File: config.mk
export PLATFORM = sky130hd
export DESIGN_NAME = range_list_intersect
export DESIGN_NICKNAME = d
export VERILOG_FILES = /design/src/rtl/rli_pkg.sv /design/src/rtl/rli_ram.sv /design/src/rtl/range_list_intersect.sv
export SDC_FILE = /design/constraint.sdc
export NUM_CORES = 1
export LEC_CHECK = 0
export BUFFER_PORTS_ARGS = -buffer_cell sky130_fd_sc_hd__buf_2
export CAP_MARGIN = 10
export CORE_MARGIN = 5
export CORE_UTILIZATION = 67
export CTS_BUF_LIST = sky130_fd_sc_hd__clkbuf_4 sky130_fd_sc_hd__clkbuf_8
export DETAILED_ROUTE_END_ITERATION = 10
export HOLD_SLACK_MARGIN = 0.1
export MAX_ROUTING_LAYER = met4
export PLACE_DENSITY = 0.84
export SETUP_SLACK_MARGIN = 0.1
export SYNTH_ARGS = -nofsm -noshare
export SYNTH_HDL_FRONTEND = slang
export SYNTH_SLANG_ARGS = --single-unit
File: constraint.sdc
create_clock -name clk_i -period 13.8 [get_ports clk_i]
set_input_delay 0.69 -clock clk_i [delete_from_list [all_inputs] [get_ports clk_i]]
set_output_delay 0.69 -clock clk_i [all_outputs]
set_load 0.01 [all_outputs]
File: src/rtl/rli_pkg.sv
// Shared types and constants for the range list intersection block.
package rli_pkg;

  localparam int TABLE_DEPTH = 32;
  localparam int BOUND_WIDTH = 16;
  localparam int CNT_W = $clog2(TABLE_DEPTH + 1);
  localparam int IDX_W = (TABLE_DEPTH > 1) ? $clog2(TABLE_DEPTH) : 1;
  localparam int ENTRY_W = 2 * BOUND_WIDTH;

  typedef enum logic [1:0] {
    ACT_LOAD  = 2'd0,
    ACT_FIRST = 2'd1,
    ACT_END   = 2'd2,
    ACT_NONE  = 2'd3
  } action_e;

  typedef enum logic [2:0] {
    ST_IDLE,
    ST_SCAN,
    ST_WAIT,
    ST_FLUSH,
    ST_STATUS
  } state_e;

endpackage

File: src/rtl/rli_ram.sv
// Generic single-write, single-read RAM with registered read data.
module rli_ram #(
  parameter int WIDTH = 32,
  parameter int DEPTH = 32
) (
  input  logic                                     clk_i,
  input  logic                                     we_i,
  input  logic [((DEPTH > 1) ? $clog2(DEPTH) : 1)-1:0] waddr_i,
  input  logic [WIDTH-1:0]                         wdata_i,
  input  logic                                     re_i,
  input  logic [((DEPTH > 1) ? $clog2(DEPTH) : 1)-1:0] raddr_i,
  output logic [WIDTH-1:0]                         rdata_o
);

  logic [WIDTH-1:0] mem_q [DEPTH];

  always_ff @(posedge clk_i) begin
    if (we_i) begin
      mem_q[waddr_i] <= wdata_i;
    end
    if (re_i) begin
      rdata_o <= mem_q[raddr_i];
    end
  end

endmodule

File: src/rtl/range_list_intersect.sv
// Top level of the range list intersection block.
// Usage: a request is taken when start_i is high and busy_o is low. A load
// request or a first-list range that extends the pending range leaves the
// block idle, as does one when nothing is pending or the table is empty. A
// first-list range that flushes the pending range against the stored ranges
// keeps busy_o high through the scan, wait and flush states: the table is
// read one entry a cycle from its RAM, each entry passing through one shared
// max/min/compare unit. An end request first flushes a pending range in the
// same way if the table is not empty, then gives the status result. Results
// appear for one cycle with result_valid_o high and cannot be stalled.
module range_list_intersect
  import rli_pkg::*;
(
  input  logic                          clk_i,
  input  logic                          rst_ni,
  input  logic                          start_i,
  output logic                          busy_o,
  input  logic [1:0]                    action_i,
  input  logic signed [BOUND_WIDTH-1:0] range_min_i,
  input  logic signed [BOUND_WIDTH-1:0] range_max_i,
  output logic                          result_valid_o,
  output logic signed [BOUND_WIDTH-1:0] overlap_low_o,
  output logic signed [BOUND_WIDTH-1:0] overlap_high_o,
  output logic                          last_of_run_o,
  output logic                          final_status_o,
  output logic                          no_overlap_o,
  output logic                          table_overflow_o
);

  state_e state_q, state_d;

  logic [CNT_W-1:0] count_q, count_d;
  logic [IDX_W-1:0] idx_q, idx_d;
  logic             rd_vld_q, rd_vld_d;
  logic             is_end_q, is_end_d;
  logic             pend_vld_q, pend_vld_d;
  logic signed [BOUND_WIDTH-1:0] pend_low_q, pend_low_d;
  logic signed [BOUND_WIDTH-1:0] pend_high_q, pend_high_d;
  logic signed [BOUND_WIDTH-1:0] new_low_q, new_low_d;
  logic signed [BOUND_WIDTH-1:0] new_high_q, new_high_d;
  logic             found_q, found_d;
  logic             ovf_q, ovf_d;
  logic             hold_vld_q, hold_vld_d;
  logic signed [BOUND_WIDTH-1:0] hold_low_q, hold_low_d;
  logic signed [BOUND_WIDTH-1:0] hold_high_q, hold_high_d;

  logic             out_vld_q, out_vld_d;
  logic signed [BOUND_WIDTH-1:0] out_low_q, out_low_d;
  logic signed [BOUND_WIDTH-1:0] out_high_q, out_high_d;
  logic             out_last_q, out_last_d;
  logic             out_fin_q, out_fin_d;
  logic             out_nov_q, out_nov_d;
  logic             out_ovf_q, out_ovf_d;

  logic             accept;
  action_e          act;
  logic             full;
  logic             extend;
  logic             flush_go;
  logic             last_idx;
  logic             ram_we;
  logic             ram_re;
  logic [ENTRY_W-1:0] ram_rdata;
  logic signed [BOUND_WIDTH-1:0] ent_min, ent_max;
  logic signed [BOUND_WIDTH-1:0] cmp_low, cmp_high;
  logic             cmp_hit;

  assign accept   = start_i && !busy_o;
  assign act      = action_e'(action_i);
  assign full     = (count_q == CNT_W'(TABLE_DEPTH));
  assign extend   = pend_vld_q && (range_min_i == pend_high_q);
  assign flush_go = pend_vld_q && (count_q != '0);
  assign last_idx = ((CNT_W'(idx_q) + CNT_W'(1)) == count_q);
  assign ram_we   = accept && (act == ACT_LOAD) && !full;
  assign ram_re   = (state_q == ST_SCAN);

  rli_ram #(
    .WIDTH(ENTRY_W),
    .DEPTH(TABLE_DEPTH)
  ) u_table (
    .clk_i  (clk_i),
    .we_i   (ram_we),
    .waddr_i(count_q[IDX_W-1:0]),
    .wdata_i({range_min_i, range_max_i}),
    .re_i   (ram_re),
    .raddr_i(idx_q),
    .rdata_o(ram_rdata)
  );

  assign ent_min  = ram_rdata[ENTRY_W-1:BOUND_WIDTH];
  assign ent_max  = ram_rdata[BOUND_WIDTH-1:0];
  assign cmp_low  = (pend_low_q >= ent_min) ? pend_low_q : ent_min;
  assign cmp_high = (pend_high_q <= ent_max) ? pend_high_q : ent_max;
  assign cmp_hit  = rd_vld_q && (cmp_low <= cmp_high);

  always_comb begin
    state_d = state_q;
    unique case (state_q)
      ST_IDLE: begin
        if (accept) begin
          if (act == ACT_FIRST && !extend && flush_go) begin
            state_d = ST_SCAN;
          end else if (act == ACT_END) begin
            state_d = flush_go ? ST_SCAN : ST_STATUS;
          end
        end
      end
      ST_SCAN: begin
        if (last_idx) begin
          state_d = ST_WAIT;
        end
      end
      ST_WAIT:  state_d = ST_FLUSH;
      ST_FLUSH: state_d = is_end_q ? ST_STATUS : ST_IDLE;
      ST_STATUS: state_d = ST_IDLE;
      default:  state_d = ST_IDLE;
    endcase
  end

  always_comb begin
    count_d     = count_q;
    idx_d       = idx_q;
    rd_vld_d    = (state_q == ST_SCAN);
    is_end_d    = is_end_q;
    pend_vld_d  = pend_vld_q;
    pend_low_d  = pend_low_q;
    pend_high_d = pend_high_q;
    new_low_d   = new_low_q;
    new_high_d  = new_high_q;
    found_d     = found_q;
    ovf_d       = ovf_q;
    hold_vld_d  = hold_vld_q;
    hold_low_d  = hold_low_q;
    hold_high_d = hold_high_q;
    out_vld_d   = 1'b0;
    out_low_d   = out_low_q;
    out_high_d  = out_high_q;
    out_last_d  = out_last_q;
    out_fin_d   = out_fin_q;
    out_nov_d   = out_nov_q;
    out_ovf_d   = out_ovf_q;

    if (cmp_hit) begin
      found_d     = 1'b1;
      hold_vld_d  = 1'b1;
      hold_low_d  = cmp_low;
      hold_high_d = cmp_high;
      if (hold_vld_q) begin
        out_vld_d  = 1'b1;
        out_low_d  = hold_low_q;
        out_high_d = hold_high_q;
        out_last_d = 1'b0;
        out_fin_d  = 1'b0;
        out_nov_d  = 1'b0;
        out_ovf_d  = 1'b0;
      end
    end

    unique case (state_q)
      ST_IDLE: begin
        if (accept) begin
          case (act)
            ACT_LOAD: begin
              if (full) begin
                ovf_d = 1'b1;
              end else begin
                count_d = count_q + CNT_W'(1);
              end
            end
            ACT_FIRST: begin
              if (extend) begin
                pend_high_d = range_max_i;
              end else if (flush_go) begin
                new_low_d  = range_min_i;
                new_high_d = range_max_i;
                is_end_d   = 1'b0;
                idx_d      = '0;
              end else begin
                pend_vld_d  = 1'b1;
                pend_low_d  = range_min_i;
                pend_high_d = range_max_i;
              end
            end
            ACT_END: begin
              is_end_d = 1'b1;
              idx_d    = '0;
            end
            default: begin
            end
          endcase
        end
      end
      ST_SCAN: begin
        idx_d = idx_q + IDX_W'(1);
      end
      ST_WAIT: begin
      end
      ST_FLUSH: begin
        if (hold_vld_q) begin
          out_vld_d  = 1'b1;
          out_low_d  = hold_low_q;
          out_high_d = hold_high_q;
          out_last_d = !is_end_q;
          out_fin_d  = 1'b0;
          out_nov_d  = 1'b0;
          out_ovf_d  = 1'b0;
        end
        hold_vld_d  = 1'b0;
        pend_vld_d  = !is_end_q;
        pend_low_d  = new_low_q;
        pend_high_d = new_high_q;
      end
      ST_STATUS: begin
        out_vld_d   = 1'b1;
        out_low_d   = '0;
        out_high_d  = '0;
        out_last_d  = 1'b1;
        out_fin_d   = 1'b1;
        out_nov_d   = !found_q;
        out_ovf_d   = ovf_q;
        count_d     = '0;
        pend_vld_d  = 1'b0;
        pend_low_d  = '0;
        pend_high_d = '0;
        found_d     = 1'b0;
        ovf_d       = 1'b0;
      end
      default: begin
      end
    endcase
  end

  always_ff @(posedge clk_i or negedge rst_ni) begin
    if (!rst_ni) begin
      state_q     <= ST_IDLE;
      count_q     <= '0;
      idx_q       <= '0;
      rd_vld_q    <= 1'b0;
      is_end_q    <= 1'b0;
      pend_vld_q  <= 1'b0;
      pend_low_q  <= '0;
      pend_high_q <= '0;
      found_q     <= 1'b0;
      ovf_q       <= 1'b0;
      hold_vld_q  <= 1'b0;
      out_vld_q   <= 1'b0;
    end else begin
      state_q     <= state_d;
      count_q     <= count_d;
      idx_q       <= idx_d;
      rd_vld_q    <= rd_vld_d;
      is_end_q    <= is_end_d;
      pend_vld_q  <= pend_vld_d;
      pend_low_q  <= pend_low_d;
      pend_high_q <= pend_high_d;
      found_q     <= found_d;
      ovf_q       <= ovf_d;
      hold_vld_q  <= hold_vld_d;
      out_vld_q   <= out_vld_d;
    end
  end

  always_ff @(posedge clk_i) begin
    new_low_q   <= new_low_d;
    new_high_q  <= new_high_d;
    hold_low_q  <= hold_low_d;
    hold_high_q <= hold_high_d;
    out_low_q   <= out_low_d;
    out_high_q  <= out_high_d;
    out_last_q  <= out_last_d;
    out_fin_q   <= out_fin_d;
    out_nov_q   <= out_nov_d;
    out_ovf_q   <= out_ovf_d;
  end

  assign busy_o           = (state_q != ST_IDLE);
  assign result_valid_o   = out_vld_q;
  assign overlap_low_o    = out_low_q;
  assign overlap_high_o   = out_high_q;
  assign last_of_run_o    = out_last_q;
  assign final_status_o   = out_fin_q;
  assign no_overlap_o     = out_nov_q;
  assign table_overflow_o = out_ovf_q;

  // The fill count never passes the table depth.
  a_count_bound: assert property (@(posedge clk_i) disable iff (!rst_ni)
    count_q <= CNT_W'(TABLE_DEPTH))
    else $error("table count exceeds depth");

  // An accepted end request always sets the block busy in the following cycle.
  a_end_busy: assert property (@(posedge clk_i) disable iff (!rst_ni)
    (accept && act == ACT_END) |=> busy_o)
    else $error("end request did not start a sequence");

  // The status result closes its run and the block is idle when it appears.
  a_status_last: assert property (@(posedge clk_i) disable iff (!rst_ni)
    (result_valid_o && final_status_o) |-> (last_of_run_o && !busy_o))
    else $error("status result not last or block still busy");

  // A held overlap is always given out before the block returns to idle.
  a_hold_drained: assert property (@(posedge clk_i) disable iff (!rst_ni)
    (state_q == ST_FLUSH) |=> !hold_vld_q)
    else $error("held overlap left after flush");

endmodule

==> metrics.txt, run 1 <==
Placer Congestion=about 0.94; Leak=17.6 nW; total wire length=~120,000 um; Sw Share=0.303; sequential power share=0.444; Synth cell types=61; Avg Inst Size Synth=~22 sq um; Async SR Flop Fraction=0.0438; Startpoint Class=flop; vias in the first global route=around 25,000; Initial Util=0.675; Hold Crit Class=input pin to flop; internal power=around 7.3 mW; final hold vios=0; H-Tree Depth=4; final setup violating endpoints=0; CTS root buf=clkbuf_8; yosys warns=0; Synth Flop Type=edfxtp_1; largest net degree at the start of global routing=160; Critical Path AT=roughly 6.3 ns; pwr dens=~200 mW/mm^2; Routed Antenna Nets=0; clock slew at reported path FFs=0.06 ns; post-synth top area share=0.720; register area share after synthesis=0.748; Net Switching=around 3.2 mW; post-cts sizing count=0; detailed-router iteration count before antenna repair=5; RSZ-0062 raised after global routing=false; combinational power share=0.288; dpl cells=roughly 3,200; worst skew pair latency=just over 0.8 ns; post-route clock period utilization=0.424; Post-Syn Area=0.0482 sq mm; Num Clock Sinks=between 1,000 and 1,500; first-pass GRT wire length=170,000 um; status=finished clean; measured slew at the worst slew-check pin=approximately 1.1 ns; Post-synth EDFFs=~1,200; Worst R2R Start=pend_low_q[6]; maximum VDD drop=around 200 uV; Final TNS setup=0 ns; dpl cell area=about 0.050 sq mm; DR WL/cell=33.7 um; CP Data Required Time=between 10 and 15 ns; Area contributors post-synth=edfxtp_1 72%, mux4_2 15%, dfrtp_1 2.8%; I/O pins=75; CTS tree=yes; DRT iter0 DRCs=between 3,000 and 4,000; Non-Filler Instances=between 3,000 and 4,000; GRT Total Usage=0.315; Worst slew margin=0.258; worst hold stages=3; grt ovf=0; postcts setup bufs=0; top-count cell post-synth=edfxtp_1; Fill cells=3,677; # DRC=0; max-slew violation count=0; area leader, netlist=edfxtp_1; max-cap viol count=0; fmax=171 MHz; Finished Cell Area=roughly 0.053 sq mm; Die ar.=a little under 0.08 sq mm; R2R setup slack=~8.0 ns; worst hold path startpoint=start_i; cts hold-fix bufs=1; Final Core Density=0.749; Crit Reg-Reg Endpoint=hold_high_q[10]; #FFs+latches synth=1,209; Clock Power Share=0.268; Rows=98; Detailed Place HPWL=67,600 um; clk buf depth=3; CP Class=flop to flop; P&R area growth vs syn=11.0%; IO Port Bufs=74; Layout Nets=between 2,000 and 3,000; Post-Syn Instances=~2,200; Synth top cells by count=1,156 x edfxtp_1, 320 x mux4_2, 87 x mux2_2, 86 x clkbuf_1, 60 x nor2_1; initial antenna violation count=4; Die H=~280 um; Tmin final=between 5 and 6 ns; R2R depth=14; Hold Crit Endpoint=state_q[0]; Max Clock Skew=approximately 0.042 ns; die width=around 280 um; crit path capture type=flop; syn nets=~2,300; Core Footprint=0.0714 sq mm; Inserted Clock Buffers=179; routed vias=24,645; worst-path fanout max=28; Vias/cell=7.04; share of layout cells above drive strength 1=0.344
==> sequential cells by signal (all words and copies together) (netlist names), 3 cells and up, named ones only <==
register,cells
pend_high_q,16
state_q,3
hold_low_q,16
count_q,6
new_low_q,16
u_table.rdata_o,32
new_high_q,16
hold_high_q,16
pend_low_q,16
u_table.mem_q,1024
idx_q,5
==> worst max path at each step <==
stage / startpoint / to / slack, ns / cells past startpoint
after floorplan: pend_low_q[6] / flop / 8.65 / 16
final: pend_low_q[6] / hold_high_q[10] / 7.95 / 14
after detailed placement: pend_low_q[6] / flop / 8.11 / 15
after global routing: pend_low_q[6] / flop / 7.66 / 15
after CTS: pend_low_q[6] / hold_high_q[10] / 8.05 / 14
after global placement: pend_low_q[5] / hold_high_q[10] / 8.51 / 14
==> kinds of logic (layout without fill, tap and decap cells) <==
| family | after synthesis | in the layout | synth area share |
|---|---|---|---|
| and+or+nand+nor | 155 | 155 | 0.0158 |
| muxes | 467 | 467 | 0.183 |
| other | 0 | 3 | 0 |
| xor gates and xnor gates | 33 | 33 | 0.00600 |
| DFF | 1209 | 1209 | 0.748 |
| buffers and inverters | 151 | 491 | 0.0129 |
| AOI/OAI and AO/OA | 136 | 136 | 0.0198 |
| adders and majority gates | 56 | 56 | 0.0145 |
==> routing by layer <==
layer | track usage | part of all wire
met1 | 0.426 | 0.35
met2 | 0.485 | 0.50
met3 | 0.0685 | 0.11
met4 | 0.121 | 0.040
met5 | - | 0
==> cell type report <==
class	count	area (sq um)	share of cell area
multi-input combinational	847	11800	0.221
clock buffer	251	3030	0.0566
tap	950	1190	0.0222
clock inverter	69	439	0.00821
timing repair buffer	131	811	0.0152
inverter	40	150	0.00281
antenna	3	7.51	0.000140
sequential	1209	36100	0.674
==> cell usage in the layout (no fill, tap or decap), types with 4 or more instances in the layout <==
cell | synthesis | final
nor2_1 | 60 | 27
o21a_1 | 5 | 5
or3b_2 | 4 | 4
buf_2 | 20 | 74
mux4_2 | 320 | 320
nand4_1 | 17 | 17
inv_6 | 0 | 4
xnor2_1 | 16 | 16
a22o_1 | 31 | 31
a21o_1 | 11 | 11
nor4_1 | 4 | 4
dfrtp_4 | 0 | 4
nand3_1 | 7 | 7
nor3_1 | 6 | 5
clkinv_1 | 0 | 41
nor2_4 | 0 | 32
edfxtp_1 | 1156 | 1156
mux2_2 | 87 | 87
nand3b_1 | 4 | 4
clkbuf_4 | 0 | 68
a211oi_1 | 5 | 5
dfrtp_1 | 53 | 47
nand2_1 | 33 | 33
inv_1 | 40 | 39
mux2i_1 | 51 | 51
xor2_1 | 17 | 17
ha_1 | 56 | 56
clkinv_2 | 0 | 14
buf_4 | 0 | 54
o21ai_0 | 9 | 9
mux2_4 | 9 | 9
nor2b_1 | 4 | 4
clkbuf_8 | 0 | 183
a21oi_1 | 46 | 46
==> power groups by stage <==
stage	Combinational (mW)	Clock (mW)	Sequential, mW
after detailed placement	2.99	0	4.73
after floorplan	2.26	0	4.54
after global routing	3.20	3.03	4.69
after global placement	2.87	0	4.71
after CTS	3.01	2.84	4.66
final	3.02	2.81	4.66
==> stage by stage <==
| step | hold WS (ns) | power [mW] | setup slack, ns |
|---|---|---|---|
| floorplan | 0.394 | 6.80 | 8.65 |
| detailed placement | 0.493 | 7.71 | 8.11 |
| CTS | 0.200 | 10.5 | 8.05 |
| finish | 0.271 | 10.5 | 7.95 |
| global route | 0.258 | 10.9 | 7.66 |
| global placement | 0.470 | 7.58 | 8.51 |
==> critical path, stage by stage (launching register included) <==
cell	delay [ns]
dfrtp_1	0.41
ha_1	0.32
nand4_1	0.15
nor2b_1	0.16
a2111oi_0	0.68
a311o_1	0.23
o31a_1	0.78
mux2_2	0.44
ha_1	0.32
a211o_1	0.30
o211ai_1	0.09
a211oi_1	0.13
o311ai_0	0.60
and3_1	0.42
buf_4	0.42
Note: power is estimated with default switching activity, not from simulation.
==> run 2: changes to the inputs <==
--- a/config.mk
+++ b/config.mk
@@ -8,12 +8,12 @@
 export BUFFER_PORTS_ARGS = -buffer_cell sky130_fd_sc_hd__buf_2
 export CAP_MARGIN = 10
 export CORE_MARGIN = 5
-export CORE_UTILIZATION = 67
+export CORE_UTILIZATION = 59
 export CTS_BUF_LIST = sky130_fd_sc_hd__clkbuf_4 sky130_fd_sc_hd__clkbuf_8
 export DETAILED_ROUTE_END_ITERATION = 10
 export HOLD_SLACK_MARGIN = 0.1
 export MAX_ROUTING_LAYER = met4
-export PLACE_DENSITY = 0.84
+export PLACE_DENSITY = 0.78
 export SETUP_SLACK_MARGIN = 0.1
 export SYNTH_ARGS = -nofsm -noshare
 export SYNTH_HDL_FRONTEND = slang
==> constraint.sdc (replaced) <==
create_clock -name clk_i -period 5.1 [get_ports clk_i]
set_input_delay 0.255 -clock clk_i [delete_from_list [all_inputs] [get_ports clk_i]]
set_output_delay 0.255 -clock clk_i [all_outputs]
set_load 0.01 [all_outputs]
==> metrics.txt, run 2 (synthesis results as in run 1) <==
status=finished clean; Fill cells=~4,800; Tmin final=about 4.8 ns; Finished Cell Area=approximately 0.054 sq mm; internal power=between 20 and 25 mW; Vias/cell=approximately 6.5; pwr dens=roughly 530 mW/mm^2; P&R area growth vs syn=13.1%; Sw Share=0.300; worst-path fanout max=36; Placer Congestion=a little over 0.9; Biggest register=u_table.mem_q; DRT iter0 DRCs=about 3,100; clock slew at reported path FFs=0.07 ns; CP Data Required Time=roughly 5.6 ns; H-Tree Depth=4; share of layout cells above drive strength 1=0.351; Hold Crit Class=input pin to async pin; CP Class=flop to flop; commonest cells after routing, fill and taps aside=1,156 x edfxtp_1, 320 x mux4_2, 190 x clkbuf_8, 87 x mux2_2, 74 x buf_2; Largest register FFs=1,024; Max Clock Skew=approximately 0.061 ns; final hold vios=0; grt peak-use layer=met2; detailed-router iteration count before antenna repair=6; Num Clock Sinks=1,209; RSZ-0062 raised after global routing=false; Startpoint Class=flop; CTS root buf=clkbuf_8; most common cell after layout, fill and taps aside=edfxtp_1; sequential power share=0.434; worst skew pair latency=about 0.84 ns; vias in the first global route=roughly 25,000; IO Port Bufs=74; combinational power share=0.296; Net Switching=roughly 8.6 mW; Initial Util=0.597; Die ar.=0.0875 sq mm; Routed Antenna Nets=0; Layout Nets=~2,600; Leak=18.0 nW; maximum VDD drop=337 uV; fmax=210 MHz; # DRC=0; Rows=around 100; hold_ws=roughly 0.11 ns; Clock Power Share=0.271; final setup violating endpoints=0; Critical Path AT=between 5 and 6 ns; crit path capture type=flop; R2R setup slack=~0.35 ns; die width=between 200 and 300 um; Worst slew margin=0.232; GR Util met2=0.431; I/O pins=75; post-route clock period utilization=0.932; CTS tree=yes; measured slew at the worst slew-check pin=1.15 ns; max-slew violation count=0; largest registers=u_table.mem_q x1024, u_table.rdata_o x32; Detailed Place HPWL=about 67,000 um; Multi-input gate area=0.0118 sq mm; dpl cell area=slightly above 0.05 sq mm; final worst slack=approximately 0.35 ns; max-cap viol count=0; Core Footprint=0.0808 sq mm; DR WL/cell=~31 um; initial antenna violation count=8; first-pass GRT wire length=between 150,000 and 200,000 um; largest net degree at the start of global routing=62; GRT Total Usage=0.275; Final TNS setup=0 ns; Die H=296 um; Total Power=roughly 29 mW; Inserted Clock Buffers=around 180; total wire length=around 110,000 um; register area=roughly 0.036 sq mm; Setup WS pre-CTS=slightly below 0.03 ns; routed vias=roughly 24,000; M1 GR Usage=0.382; grt ovf=0; clk buf depth=3; M3 GR Usage=0.0492
## run 2: changes by cell type in the layout (fill, tap and decap cells not counted), sizes merged, moves of 2 or more
cell	change
dlygate4sd3	+38
buf	+21
clkbuf	+8
clkinv	+3
diode	+2
## run 2: power groups by stage
stage / logic (mW) / clock network (mW) / registers, mW
3_5_place_dp: 8.46 / 0 / 12.7
6_report: 8.51 / 7.78 / 12.5
5_1_grt: 9.13 / 8.41 / 12.5
4_1_cts: 8.55 / 7.90 / 12.5
3_3_place_gp: 8.31 / 0 / 12.6
2_1_floorplan: 6.12 / 0 / 12.3
## run 2: routing by layer
layer	share of wire	wire (um)
met2	0.50	57000
met4	0.025	2870
met3	0.089	10100
met1	0.39	43900
met5	0	0
## run 2: cell type report
| class | count | area share |
|---|---|---|
| well taps | 1060 | 0.0243 |
| inverters | 40 | 0.00276 |
| clock buffers | 259 | 0.0574 |
| multi-input cells | 847 | 0.217 |
| clock inverters | 72 | 0.00859 |
| diodes | 5 | 0.000230 |
| flip-flops and latches | 1209 | 0.662 |
| repair buffers | 190 | 0.0281 |
## run 2: worst paths after layout
path | startpoint | to | cells after the start
setup / recovery | u_table.rdata_o[27] | flop | 16
setup reg to reg | u_table.rdata_o[27] | flop | 16
hold reg to reg | found_q | found_q | 2
min in group clk_i | found_q | found_q | 2
hold / removal | rst_ni | idx_q[1] | 3
max in group asynchronous | rst_ni | idx_q[2] | 3
## run 2: through the flow
step / cells / util
2_1_floorplan: 2207 / -
3_3_place_gp: 3306 / 0.625
3_5_place_dp: 3306 / 0.625
4_1_cts: 3676 / 0.674
5_1_grt: 3682 / 0.674
6_report: 3682 / 0.674
## run 2: timing repair
| action | in CTS | in global routing |
|---|---|---|
| hold buffers | 39 | 0 |
| resized for setup | 1 | 7 |
| buffers inserted | 0 | 1 |
| cloned | 0 | 0 |
| endpoints found under the setup margin | 36 | 100 |
| hold endpoints to repair | 1157 | 0 |
| pin swaps | 0 | 1 |
## run 2: worst max-delay path: stages, from the launching register on
cell and delay [ns]:
edfxtp_1 0.37, inv_1 0.06, ha_1 0.32, nand4_1 0.20, or3b_2 0.50, a31oi_1 0.17, o31a_1 0.36, buf_4 0.24
mux2_2 0.38, ha_1 0.30, a21oi_1 0.14, o21a_1 0.15, o41ai_2 0.08, or4_1 0.55, a31oi_1 0.28, nand2_2 0.08
clkbuf_8 0.26
